[config.mk]
export PLATFORM = sky130hd
export DESIGN_NAME = block_bitmap_allocator_core
export DESIGN_NICKNAME = d
export VERILOG_FILES = /design/src/rtl/bba_pkg.sv /design/src/rtl/block_bitmap_allocator_core.sv
export SDC_FILE = /design/constraint.sdc
export NUM_CORES = 2
export LEC_CHECK = 0
export ABC_AREA = 1
export BUFFER_PORTS_ARGS = -buffer_cell sky130_fd_sc_hd__buf_2
export CORE_MARGIN = 2
export CORE_UTILIZATION = 55
export CTS_CLUSTER_DIAMETER = 40
export DETAILED_ROUTE_END_ITERATION = 7
export PLACE_DENSITY = 0.69
export REMOVE_ABC_BUFFERS = 1
export SLEW_MARGIN = 20
export SYNTH_ARGS = -nofsm -noshare
export SYNTH_HDL_FRONTEND = slang
export SYNTH_SLANG_ARGS = --single-unit
[constraint.sdc]
create_clock -name clk -period 13.6 [get_ports clk]
set_input_delay 2.04 -clock clk [delete_from_list [all_inputs] [get_ports clk]]
set_output_delay 2.04 -clock clk [all_outputs]
set_load 0.05 [all_outputs]
[src/rtl/bba_pkg.sv]
// package: constants, codes and types for the block bitmap allocator
`default_nettype none

package bba_pkg;

    // map geometry
    localparam int MAP_BITS  = 4096;
    localparam int WORD_BITS = 64;
    localparam int MAP_WORDS = (MAP_BITS + WORD_BITS - 1) / WORD_BITS;
    localparam int ADDR_W    = $clog2(MAP_WORDS);
    localparam int BIT_W     = $clog2(WORD_BITS);
    localparam int IDX_W     = ADDR_W + BIT_W;
    localparam int LIM_W     = $clog2(MAP_BITS + 1);

    // field and register widths
    localparam int FDB_W      = 16;
    localparam int ZC_W       = 13;
    localparam int BLK_W      = 16;
    localparam int ALLOC_W    = 17;
    localparam int STATUS_W   = 2;
    localparam int FIDX_W     = BLK_W + 2;
    localparam int CFG_IDX_W  = 1;
    localparam int CFG_DATA_W = 16;

    // register indexes
    localparam logic [CFG_IDX_W-1:0] REG_FIRST_DATA_BLOCK = 1'd0;
    localparam logic [CFG_IDX_W-1:0] REG_ZONE_COUNT       = 1'd1;

    // request codes
    localparam logic FUNC_ALLOC = 1'b0;
    localparam logic FUNC_FREE  = 1'b1;

    // status codes
    localparam logic [STATUS_W-1:0] STAT_DONE  = 2'd0;
    localparam logic [STATUS_W-1:0] STAT_FULL  = 2'd1;
    localparam logic [STATUS_W-1:0] STAT_RANGE = 2'd2;

    typedef enum logic [4:0] {
        ST_IDLE    = 5'b00001,
        ST_SCAN    = 5'b00010,
        ST_FREE_RD = 5'b00100,
        ST_FREE_WR = 5'b01000,
        ST_FIN     = 5'b10000
    } state_t;

endpackage

`default_nettype wire

[src/rtl/block_bitmap_allocator_core.sv]
// top level: first-fit block allocator over a free map held in one word-wide memory
// allocate: the scan reads the map words from word 0 in ST_SCAN, up to the last word below
//   the usable count, then ST_FIN registers the result; free reads in ST_FREE_RD, clears the
//   bit in ST_FREE_WR, then ST_FIN; a rejected request goes straight to ST_FIN; the scan reads one map word per cycle
// one item at a time: the next item is taken once the result is registered, and ST_FIN
//   waits while the output stalls
// reset: rst_n clears control state and all word valid bits, so the map reads as free
`default_nettype none

module block_bitmap_allocator_core (
    input  wire                                   clk,
    input  wire                                   rst_n,
    input  wire                                   cfg_we,
    input  wire [bba_pkg::CFG_IDX_W-1:0]          cfg_index,
    input  wire [bba_pkg::CFG_DATA_W-1:0]         cfg_data,
    input  wire                                   in_valid,
    output logic                                  in_ready,
    input  wire                                   func,
    input  wire [bba_pkg::BLK_W-1:0]              block_number,
    output logic                                  out_valid,
    input  wire                                   out_ready,
    output logic [bba_pkg::ALLOC_W-1:0]           alloc_block,
    output logic [bba_pkg::STATUS_W-1:0]          status
);

    bba_pkg::state_t state_reg, state_next;

    logic [bba_pkg::FDB_W-1:0]     fdb_reg;
    logic [bba_pkg::ZC_W-1:0]      zc_reg;

    // map memory and per-word valid bits
    logic [bba_pkg::WORD_BITS-1:0] map_mem [bba_pkg::MAP_WORDS];
    logic [bba_pkg::MAP_WORDS-1:0] word_vld_reg;
    logic [bba_pkg::WORD_BITS-1:0] rdata_reg;
    logic                          rvld_reg;

    logic [bba_pkg::ADDR_W-1:0]    rd_word_reg, rd_word_next;
    logic [bba_pkg::ADDR_W-1:0]    chk_word_reg, chk_word_next;
    logic                          chk_vld_reg, chk_vld_next;
    logic [bba_pkg::BIT_W-1:0]     bit_sel_reg, bit_sel_next;

    logic [bba_pkg::ALLOC_W-1:0]   res_block_reg, res_block_next;
    logic [bba_pkg::STATUS_W-1:0]  res_status_reg, res_status_next;

    logic                          out_valid_reg;
    logic [bba_pkg::ALLOC_W-1:0]   alloc_block_reg;
    logic [bba_pkg::STATUS_W-1:0]  status_reg;

    logic                          mem_we;
    logic [bba_pkg::ADDR_W-1:0]    mem_waddr;
    logic [bba_pkg::WORD_BITS-1:0] mem_wdata;

    logic [bba_pkg::LIM_W-1:0]     limit;
    logic [bba_pkg::LIM_W-1:0]     limit_m1;
    logic [bba_pkg::ADDR_W-1:0]    last_word;
    logic [bba_pkg::LIM_W-1:0]     lim_words;
    logic [bba_pkg::BIT_W-1:0]     lim_rem;
    logic [bba_pkg::WORD_BITS-1:0] elig_mask;
    logic [bba_pkg::WORD_BITS-1:0] cur_word;
    logic [bba_pkg::WORD_BITS-1:0] cand;
    logic                          hit;
    logic [bba_pkg::BIT_W-1:0]     hit_pos;
    logic [bba_pkg::IDX_W-1:0]     hit_idx;
    logic [bba_pkg::FIDX_W-1:0]    fidx;
    logic                          free_oor;
    logic                          accept;
    logic                          out_free;

    function automatic logic [bba_pkg::BIT_W-1:0] lowest_set(
        input logic [bba_pkg::WORD_BITS-1:0] v
    );
        logic [bba_pkg::BIT_W-1:0] pos;
        pos = '0;
        for (int i = bba_pkg::WORD_BITS - 1; i >= 0; i--)
        begin
            if (v[i])
            begin
                pos = bba_pkg::BIT_W'(i);
            end
        end
        return pos;
    endfunction

    assign in_ready    = (state_reg == bba_pkg::ST_IDLE);
    assign accept      = in_valid && in_ready;
    assign out_valid   = out_valid_reg;
    assign alloc_block = alloc_block_reg;
    assign status      = status_reg;
    assign out_free    = !out_valid_reg || out_ready;

    // usable bit count, clamped to the map size
    always_comb
    begin
        if (zc_reg > bba_pkg::ZC_W'(bba_pkg::MAP_BITS))
        begin
            limit = bba_pkg::LIM_W'(bba_pkg::MAP_BITS);
        end
        else
        begin
            limit = bba_pkg::LIM_W'(zc_reg);
        end
    end

    assign limit_m1  = limit - bba_pkg::LIM_W'(1);
    assign last_word = limit_m1[bba_pkg::IDX_W-1:bba_pkg::BIT_W];
    assign lim_words = limit >> bba_pkg::BIT_W;
    assign lim_rem   = limit[bba_pkg::BIT_W-1:0];

    // bits of the checked word that lie below the usable count
    always_comb
    begin
        if (bba_pkg::LIM_W'(chk_word_reg) < lim_words)
        begin
            elig_mask = '1;
        end
        else if (bba_pkg::LIM_W'(chk_word_reg) == lim_words)
        begin
            for (int i = 0; i < bba_pkg::WORD_BITS; i++)
            begin
                elig_mask[i] = (bba_pkg::BIT_W'(i) < lim_rem);
            end
        end
        else
        begin
            elig_mask = '0;
        end
    end

    // a never-written word reads as all free
    assign cur_word = rvld_reg ? rdata_reg : '0;
    assign cand     = ~cur_word & elig_mask;
    assign hit      = |cand;
    assign hit_pos  = lowest_set(cand);
    assign hit_idx  = {chk_word_reg, hit_pos};

    // free: index = block_number - first_data_block + 1, sign kept
    assign fidx = bba_pkg::FIDX_W'(block_number) - bba_pkg::FIDX_W'(fdb_reg)
                + bba_pkg::FIDX_W'(1);
    assign free_oor = fidx[bba_pkg::FIDX_W-1]
                   || (fidx[bba_pkg::FIDX_W-2:0] >= (bba_pkg::FIDX_W - 1)'(limit));

    always_comb
    begin
        state_next      = state_reg;
        rd_word_next    = rd_word_reg;
        chk_word_next   = chk_word_reg;
        chk_vld_next    = 1'b0;
        bit_sel_next    = bit_sel_reg;
        res_block_next  = res_block_reg;
        res_status_next = res_status_reg;
        mem_we          = 1'b0;
        mem_waddr       = rd_word_reg;
        mem_wdata       = cur_word;

        case (state_reg)
            bba_pkg::ST_IDLE:
            begin
                if (accept)
                begin
                    res_block_next  = '0;
                    res_status_next = bba_pkg::STAT_DONE;
                    if (func == bba_pkg::FUNC_ALLOC)
                    begin
                        rd_word_next = '0;
                        if (limit == '0)
                        begin
                            res_status_next = bba_pkg::STAT_FULL;
                            state_next      = bba_pkg::ST_FIN;
                        end
                        else
                        begin
                            state_next = bba_pkg::ST_SCAN;
                        end
                    end
                    else if (free_oor)
                    begin
                        res_status_next = bba_pkg::STAT_RANGE;
                        state_next      = bba_pkg::ST_FIN;
                    end
                    else
                    begin
                        rd_word_next = fidx[bba_pkg::IDX_W-1:bba_pkg::BIT_W];
                        bit_sel_next = fidx[bba_pkg::BIT_W-1:0];
                        state_next   = bba_pkg::ST_FREE_RD;
                    end
                end
            end

            bba_pkg::ST_SCAN:
            begin
                // read one word ahead of the check
                chk_vld_next  = 1'b1;
                chk_word_next = rd_word_reg;
                if (rd_word_reg != last_word)
                begin
                    rd_word_next = rd_word_reg + bba_pkg::ADDR_W'(1);
                end
                if (chk_vld_reg)
                begin
                    if (hit)
                    begin
                        mem_we    = 1'b1;
                        mem_waddr = chk_word_reg;
                        mem_wdata = cur_word | (bba_pkg::WORD_BITS'(1) << hit_pos);
                        res_block_next = bba_pkg::ALLOC_W'(fdb_reg)
                                       + bba_pkg::ALLOC_W'(hit_idx)
                                       - bba_pkg::ALLOC_W'(1);
                        chk_vld_next = 1'b0;
                        state_next   = bba_pkg::ST_FIN;
                    end
                    else if (chk_word_reg == last_word)
                    begin
                        res_status_next = bba_pkg::STAT_FULL;
                        chk_vld_next    = 1'b0;
                        state_next      = bba_pkg::ST_FIN;
                    end
                end
            end

            bba_pkg::ST_FREE_RD:
            begin
                state_next = bba_pkg::ST_FREE_WR;
            end

            bba_pkg::ST_FREE_WR:
            begin
                mem_we     = 1'b1;
                mem_waddr  = rd_word_reg;
                mem_wdata  = cur_word & ~(bba_pkg::WORD_BITS'(1) << bit_sel_reg);
                state_next = bba_pkg::ST_FIN;
            end

            bba_pkg::ST_FIN:
            begin
                if (out_free)
                begin
                    state_next = bba_pkg::ST_IDLE;
                end
            end

            default:
            begin
                state_next = bba_pkg::ST_IDLE;
            end
        endcase
    end

    always_ff @(posedge clk or negedge rst_n)
    begin
        if (!rst_n)
        begin
            state_reg     <= bba_pkg::ST_IDLE;
            fdb_reg       <= bba_pkg::FDB_W'(1);
            zc_reg        <= bba_pkg::ZC_W'(bba_pkg::MAP_BITS);
            word_vld_reg  <= '0;
            chk_vld_reg   <= 1'b0;
            out_valid_reg <= 1'b0;
        end
        else
        begin
            state_reg   <= state_next;
            chk_vld_reg <= chk_vld_next;
            if (cfg_we)
            begin
                if (cfg_index == bba_pkg::REG_FIRST_DATA_BLOCK)
                begin
                    fdb_reg <= cfg_data[bba_pkg::FDB_W-1:0];
                end
                else if (cfg_index == bba_pkg::REG_ZONE_COUNT)
                begin
                    zc_reg <= cfg_data[bba_pkg::ZC_W-1:0];
                end
            end
            if (mem_we)
            begin
                word_vld_reg[mem_waddr] <= 1'b1;
            end
            if (state_reg == bba_pkg::ST_FIN && out_free)
            begin
                out_valid_reg <= 1'b1;
            end
            else if (out_ready)
            begin
                out_valid_reg <= 1'b0;
            end
        end
    end

    // payload registers
    always_ff @(posedge clk)
    begin
        rd_word_reg    <= rd_word_next;
        chk_word_reg   <= chk_word_next;
        bit_sel_reg    <= bit_sel_next;
        res_block_reg  <= res_block_next;
        res_status_reg <= res_status_next;
        if (state_reg == bba_pkg::ST_FIN && out_free)
        begin
            alloc_block_reg <= res_block_reg;
            status_reg      <= res_status_reg;
        end
    end

    // map memory, one write and one registered read per cycle
    always_ff @(posedge clk)
    begin
        if (mem_we)
        begin
            map_mem[mem_waddr] <= mem_wdata;
        end
        rdata_reg <= map_mem[rd_word_reg];
        rvld_reg  <= word_vld_reg[rd_word_reg];
    end

`ifndef SYNTHESIS
    a_we_state: assert property (@(posedge clk) disable iff (!rst_n)
        mem_we |-> (state_reg == bba_pkg::ST_SCAN || state_reg == bba_pkg::ST_FREE_WR))
        else $error("map write outside scan or free");

    a_vld_set: assert property (@(posedge clk) disable iff (!rst_n)
        mem_we |=> word_vld_reg[$past(mem_waddr)])
        else $error("written word not marked valid");

    a_scan_bound: assert property (@(posedge clk) disable iff (!rst_n)
        (state_reg == bba_pkg::ST_SCAN && chk_vld_reg) |-> (chk_word_reg <= last_word))
        else $error("scan checked a word past the usable count");

    a_fin_out: assert property (@(posedge clk) disable iff (!rst_n)
        (state_reg == bba_pkg::ST_FIN && out_free) |=>
            (out_valid_reg && state_reg == bba_pkg::ST_IDLE))
        else $error("finished item not presented");
`endif

endmodule

`default_nettype wire

Yosys cells after proc, flatten, opt, wreduce, memory -nomap -nowiden --
Memories as Yosys holds them, arrays and structs flattened. A register that Yosys moved wholly into a read port is not among the register bits. Cells that the tools add are included.
Word-level totals: register bits 157, RAM bits 4096, word-level logic and storage cells 250, memories kept 1
Cells by class: add/sub/neg operators 6, magnitude comparators 70, eq/ne operators 17, shifts and indexed selects 2, mux-type cells 115, bitwise logic cells 8, reduce and logical (&&, ||, !) cells 17
Memory list:
- map_mem | words 64, width 64, read ports 1, clocked after memory_dff 1, write ports 1, RTL line block_bitmap_allocator_core.sv:32 | logic [bba_pkg::WORD_BITS-1:0] map_mem [bba_pkg::MAP_WORDS];
Operators by type and width (count):
- $mux 6 | 71
- $mux 64 | 5
- $lt 6x6->1 const A | 32
- $and 64x64->64 | 2
- $not 64->64 | 2
- $or 64x64->64 | 2
- $pmux 64 s2 | 1
- $shl 1x6->64 const A | 2
- $lt 5x6->1 const A | 16
- $reduce_or 64->1 | 1
- $mux 17 | 3
- $lt 4x6->1 const A | 8
- $mux 5 | 8
- $pmux 17 s2 | 1
- $pmux 5 s5 | 1
- $lt 3x6->1 const A | 4
- $add 17x2->18 const B | 1
- $add 16x12->17 | 1
- $ge 17x13->1 | 1
- $sub 16x16->17 | 1
- $sub 17x1->17 const B | 1
- $reduce_and 4->1 | 4
- $lt 6x7->1 const B | 2
- $gt 13x13->1 const B | 1
- other kinds (33) | 64

Logic depth before layout (Yosys ltp) --
depth after elaboration 75, mapped depth 101

Worst setup path before layout --
No wires, ideal clock.
kind reg-to-reg, from register zc_reg[4] (netlist name), to register word_vld_reg[51] (netlist name), library setup time 0.092 ns, data arrival time 9.069 ns, slack 4.439 ns, cell stages (with the launch flop) 37, period minus slack after synthesis 9.161 ns, path through dfrtp_1 > nor2_1 > nand2_1 > nor2_1 > nand2_1 > nand2_2 > inv_2 > nor2_1 > inv_1 > ha_1 > nand2_1 > o21ai_0 > nand2_1 > nand2_2 > inv_1 > nor3_2 > nand2_1 > o211ai_1 > nand2_1 > nor2_1 > inv_1 > nor2_1 > inv_1 > nor2_1 > inv_1 > nor2_1 > inv_1 > nor2_1 > inv_1 > nand2_1 > buf_2 > o21ai_0 > nor2_1 > nand3_1 > clkbuf_1 > nor3_1 > or2_2
Between the ends: cells in the longest elaborated chain, start to end 15, elaborated cells between the ends (all ways) 84, those cells by class order compare (68); eq/ne (1); mux (11); bitwise (2); reduce/logical (2)
Ends and longest elaborated chain:
- start, declared | RTL line block_bitmap_allocator_core.sv:29 | logic [bba_pkg::ZC_W-1:0] zc_reg;
- start signal, assigned | RTL line block_bitmap_allocator_core.sv:254 | zc_reg <= bba_pkg::ZC_W'(bba_pkg::MAP_BITS);
- start signal, assigned | RTL line block_bitmap_allocator_core.sv:271 | zc_reg <= cfg_data[bba_pkg::ZC_W-1:0];
- $gt 13x13->1 | RTL line block_bitmap_allocator_core.sv:94 | if (zc_reg > bba_pkg::ZC_W'(bba_pkg::MAP_BITS))
- $mux 13 (*) | RTL line block_bitmap_allocator_core.sv:94
- $lt 1x6->1, or another cell as far along | RTL line block_bitmap_allocator_core.sv:120 | elig_mask[i] = (bba_pkg::BIT_W'(i) < lim_rem);
- $mux 64 | RTL line block_bitmap_allocator_core.sv:116 | else if (bba_pkg::LIM_W'(chk_word_reg) == lim_words)
- $mux 64 (*) | RTL line block_bitmap_allocator_core.sv:112 | if (bba_pkg::LIM_W'(chk_word_reg) < lim_words)
- $and 64x64->64 (*) | RTL line block_bitmap_allocator_core.sv:131 | assign cand = ~cur_word & elig_mask;
- $reduce_or 64->1 (*) | RTL line block_bitmap_allocator_core.sv:132 | assign hit = |cand;
- $mux 6 | RTL line block_bitmap_allocator_core.sv:200 | if (hit)
- $mux 6 | RTL line block_bitmap_allocator_core.sv:198 | if (chk_vld_reg)
- $mux 6 | RTL line block_bitmap_allocator_core.sv:155 | case (state_reg)
- $lt 6x7->1 (not written as such) / $ge 6x1->1 (equally long branches) | RTL line block_bitmap_allocator_core.sv:276 | word_vld_reg[mem_waddr] <= 1'b1;
- $logic_and 1x1->1 (not written as such) | RTL line block_bitmap_allocator_core.sv:276
- $mux 1 (not written as such) | RTL line block_bitmap_allocator_core.sv:276
- $demux 1 s6 | RTL line block_bitmap_allocator_core.sv:276
- $or 64x64->64 (no source line)
- end signal, assigned | RTL line block_bitmap_allocator_core.sv:255 | word_vld_reg <= '0;
- end signal, assigned by index | RTL line block_bitmap_allocator_core.sv:276
- end, declared | RTL line block_bitmap_allocator_core.sv:33 | logic [bba_pkg::MAP_WORDS-1:0] word_vld_reg;
Every way passes the cells marked *; elsewhere a longest branch is shown, timed or not. A chain may end at the register's enable or synchronous reset.

Worst setup path in the final report --
from register zc_reg[4] (netlist name), to register res_block_reg[15] (netlist name), data pin
Between the ends: cells in the longest elaborated chain, start to end 75, elaborated cells between the ends (all ways) 140, those cells by class add/sub (2); order compare (66); eq/ne (1); mux (70); bitwise (1)
Ends and longest elaborated chain:
- $gt 13x13->1 | RTL line block_bitmap_allocator_core.sv:94
- $mux 13 (*) | RTL line block_bitmap_allocator_core.sv:94
- $lt 6x6->1 / $eq 6x7->1 (equally long branches) | RTL line block_bitmap_allocator_core.sv:120, block_bitmap_allocator_core.sv:116
- $mux 64 | RTL line block_bitmap_allocator_core.sv:116
- $mux 64 (*) | RTL line block_bitmap_allocator_core.sv:112
- $and 64x64->64 (*) | RTL line block_bitmap_allocator_core.sv:131
- $mux 6 (63 in series) | RTL line block_bitmap_allocator_core.sv:76 | if (v[i])
- $mux 6 (*) | RTL line block_bitmap_allocator_core.sv:76
- $add 16x12->17 (*) | RTL line block_bitmap_allocator_core.sv:206 | + bba_pkg::ALLOC_W'(hit_idx)
- $sub 17x1->17 (*) | RTL line block_bitmap_allocator_core.sv:207 | - bba_pkg::ALLOC_W'(1);
- $mux 17 (*) | RTL line block_bitmap_allocator_core.sv:200
- $mux 17 (*) | RTL line block_bitmap_allocator_core.sv:198
- $pmux 17 s2 (*) | RTL line block_bitmap_allocator_core.sv:155
- end signal, assigned | RTL line block_bitmap_allocator_core.sv:295 | res_block_reg <= res_block_next;
- end, declared | RTL line block_bitmap_allocator_core.sv:42 | logic [bba_pkg::ALLOC_W-1:0] res_block_reg, res_block_next;
Every way passes the cells marked *; elsewhere a longest branch is shown, timed or not. The select of a mux whose other input is x is not followed.

==> impl_results.md <==
* Bufs on Longest Clock Path at 4
* Most area-consuming cells after synthesis: edfxtp_1 (73%), o21ai_0 (6.5%), nor2_1 (5.0%), o22ai_1 (2.3%), o221ai_1 (2.1%)
* Max reg flops at 4096
* CP Buf/Inv Count at 8
* HP Class: flip-flop to flip-flop
* Syn Area/Cell at 13.1 um2
* Vias in the first global route at 114000
* Die area at 316000 um2
* Setup crit end kind: flip-flop
* Inserted Clock Buffers at 525
* Worst slack at placement at 3.54 ns
* DIE WIDTH at 562 um
* Final Wtd Congestion at 0.966
* Async SR Flop Fraction at 0.0232
* CTS Sinks at 4317
* Avg Vias per Cell at 6.77
* Latest clock arrival within the worst-skew pair at 1.07 ns
* Total wire length at 584 mm
* Critical path's top delay family: simple AND/OR/NAND/NOR gates
* First-pass GRT wire length at 820 mm
* F_max at 99.0 MHz
* Row cnt at 204
* Area leader, netlist: edfxtp_1
* Critical Path Most Common Cell: nand2_1
* Top-count cell post-synth: edfxtp_1
* Final setup skew at 0.0706 ns
* Final Critical Period at 10.11 ns
* Die Ht at 562 um
* Part of the cycle the worst path needs at 0.743
* Synth cell count leaders: edfxtp_1 (4152), nor2_1 (2267), o21ai_0 (2224)
* Yosys top cell area share at 0.728
* Total track usage at 0.363
* PortBufs at 59
* VDD IR max at 0.180 mV
* CTS tree: yes
* Clock-pin slew on the worst setup and hold paths at 0.06 ns
* Library cells used by synthesis at 56
* Worst Tran Pin Value at 1.34 ns
* Arrival time at the worst endpoint at 11.03 ns
* MaxCap Viol Count at 0
* Residual DRC at 0
* DRT iter0 DRCs at 18800
* Setup-failing EPs final at 0
* Clock root buffer: clkbuf_16
* Initial antenna violation count at 28
* Via Count at 120000
* Register area share after synthesis at 0.750
* Grt total ovfl at 0
* Post-Syn Instances at 13100
* Pin count of the biggest net entering global routing at 215
* Post-route cell area at 195000 um2
* Inst Count DP at 16700
* Placed cell areas at 177000 um2
* Final hold vios at 0
* RSZ-0062 raised after global routing: false
* Final Max Slew Viols at 0
* Final net count at 13200
* Starting density of the core at 0.554
* Layout cells sized above 1 at 0.104
* Setup bufs post-CTS at 0
* CP peak stage delay at 0.45 ns
* Netlist Area Pre-Place at 171000 um2
* Worst slew margin at 0.108
* H-tree lvl count at 6
* Status: finished clean
* Post-route core utilization at 0.630
* Post-route insts no fill at 17700
* Worst Setup Start Kind: flip-flop
* Worst EP required at 14.52 ns
* Post-CTS Resized at 0
* Setup_tns at 0 ns
* Worst Path Class, Setup: flip-flop to flip-flop
* HPWL after DPL at 303 mm
* Fill cells at 22600
* Yosys reg bits at 4317
* Core area at 309000 um2
* CTS Hold Bufs at 0
* IO Pins at 60
* DRT Pass-1 Iters at 6
* Slowest-stage cell, CP: dfrtp_1
* Synth Flop Type: edfxtp_1
* P_leak at 0.0641 uW
* Crit-path max FO at 15
* WL/cell at 33.0 um
* Syn-to-layout area delta at 13.8%
* Fin worst setup slack at 3.49 ns
* EDFF count, synth at 4152
* Final antenna-violating net count at 0
* Number of synthesis warnings at 0
* Total power per unit cell area at 224 nW/um2
## placed cells by master (no fill, tap or decap), types with 58 or more instances in the layout
cell,netlist,routed
ha_1,64,64
dfrtp_1,97,97
o211ai_1,130,130
nand2_1,734,724
clkbuf_16,0,531
nand4_1,96,96
nor2_1,2267,2204
a21oi_1,267,266
o221ai_1,402,402
buf_4,0,308
o22ai_1,629,629
clkinvlp_4,0,60
nand3_1,365,365
nor2_4,2,64
buf_2,7,58
edfxtp_1,4152,4152
o21ai_0,2224,2218
inv_1,301,295
a32o_1,64,64
dfxtp_1,65,64
clkbuf_1,841,82
a31oi_1,71,71
## cells by family after synthesis
| kind of cell | count (synthesis) | synth area share |
|---|---|---|
| adder cells (fa/ha/maj) | 66 | 0.00491 |
| AND/OR/NAND/NOR | 3567 | 0.0841 |
| AO/OA/AOI/OAI | 3873 | 0.132 |
| XOR/XNOR | 34 | 0.00174 |
| flip-flops | 4317 | 0.750 |
| buffers and inverters | 1242 | 0.0273 |
## routing by layer
metal	GRT usage	routed length (um)
met4	0.211	38400
met3	0.0758	73900
met1	0.483	207000
met5	0	101
met2	0.558	265000
## per-stage QoR
| stage | total power (uW) | hold slack [ns] |
|---|---|---|
| floorplan | 24700 | 0.400 |
| global placement | 29100 | 0.404 |
| detailed placement | 29400 | 0.406 |
| CTS | 43300 | 0.419 |
| global route | 45000 | 0.422 |
| finish | 43700 | 0.422 |
## where the power goes
part	total [uW]	switching, uW	internal, uW
Combinational	13200	10000	3170
Clock	14000	5700	8300
Sequential	16500	180	16300
## final cells by class
class                   instances  area, um2  area share
diodes                         45        113    0.000578
clock buffers                 622      13700      0.0704
clock inverters               320       3860      0.0198
inverters                     310       1210     0.00621
multi-input cells            7540      39000       0.200
flip-flops and latches       4317     128000       0.659
well taps                    4120       5150      0.0264
repair buffers                401       3360      0.0172
## path summary, 6_finish.rpt
path	from	end	slack, ns	cells after the start
min in group asynchronous	rst_n	out_valid	1.00	1
hold / removal	res_block_reg[4]	alloc_block[4]	0.42	0
setup / recovery	zc_reg[4]	res_block_reg[15]	3.49	94
setup reg to reg	zc_reg[4]	res_block_reg[15]	3.49	94
max in group asynchronous	rst_n	word_vld_reg[10]	11.32	2
hold reg to reg	res_block_reg[4]	alloc_block[4]	0.42	0
Power figures use the tool's default switching activity.
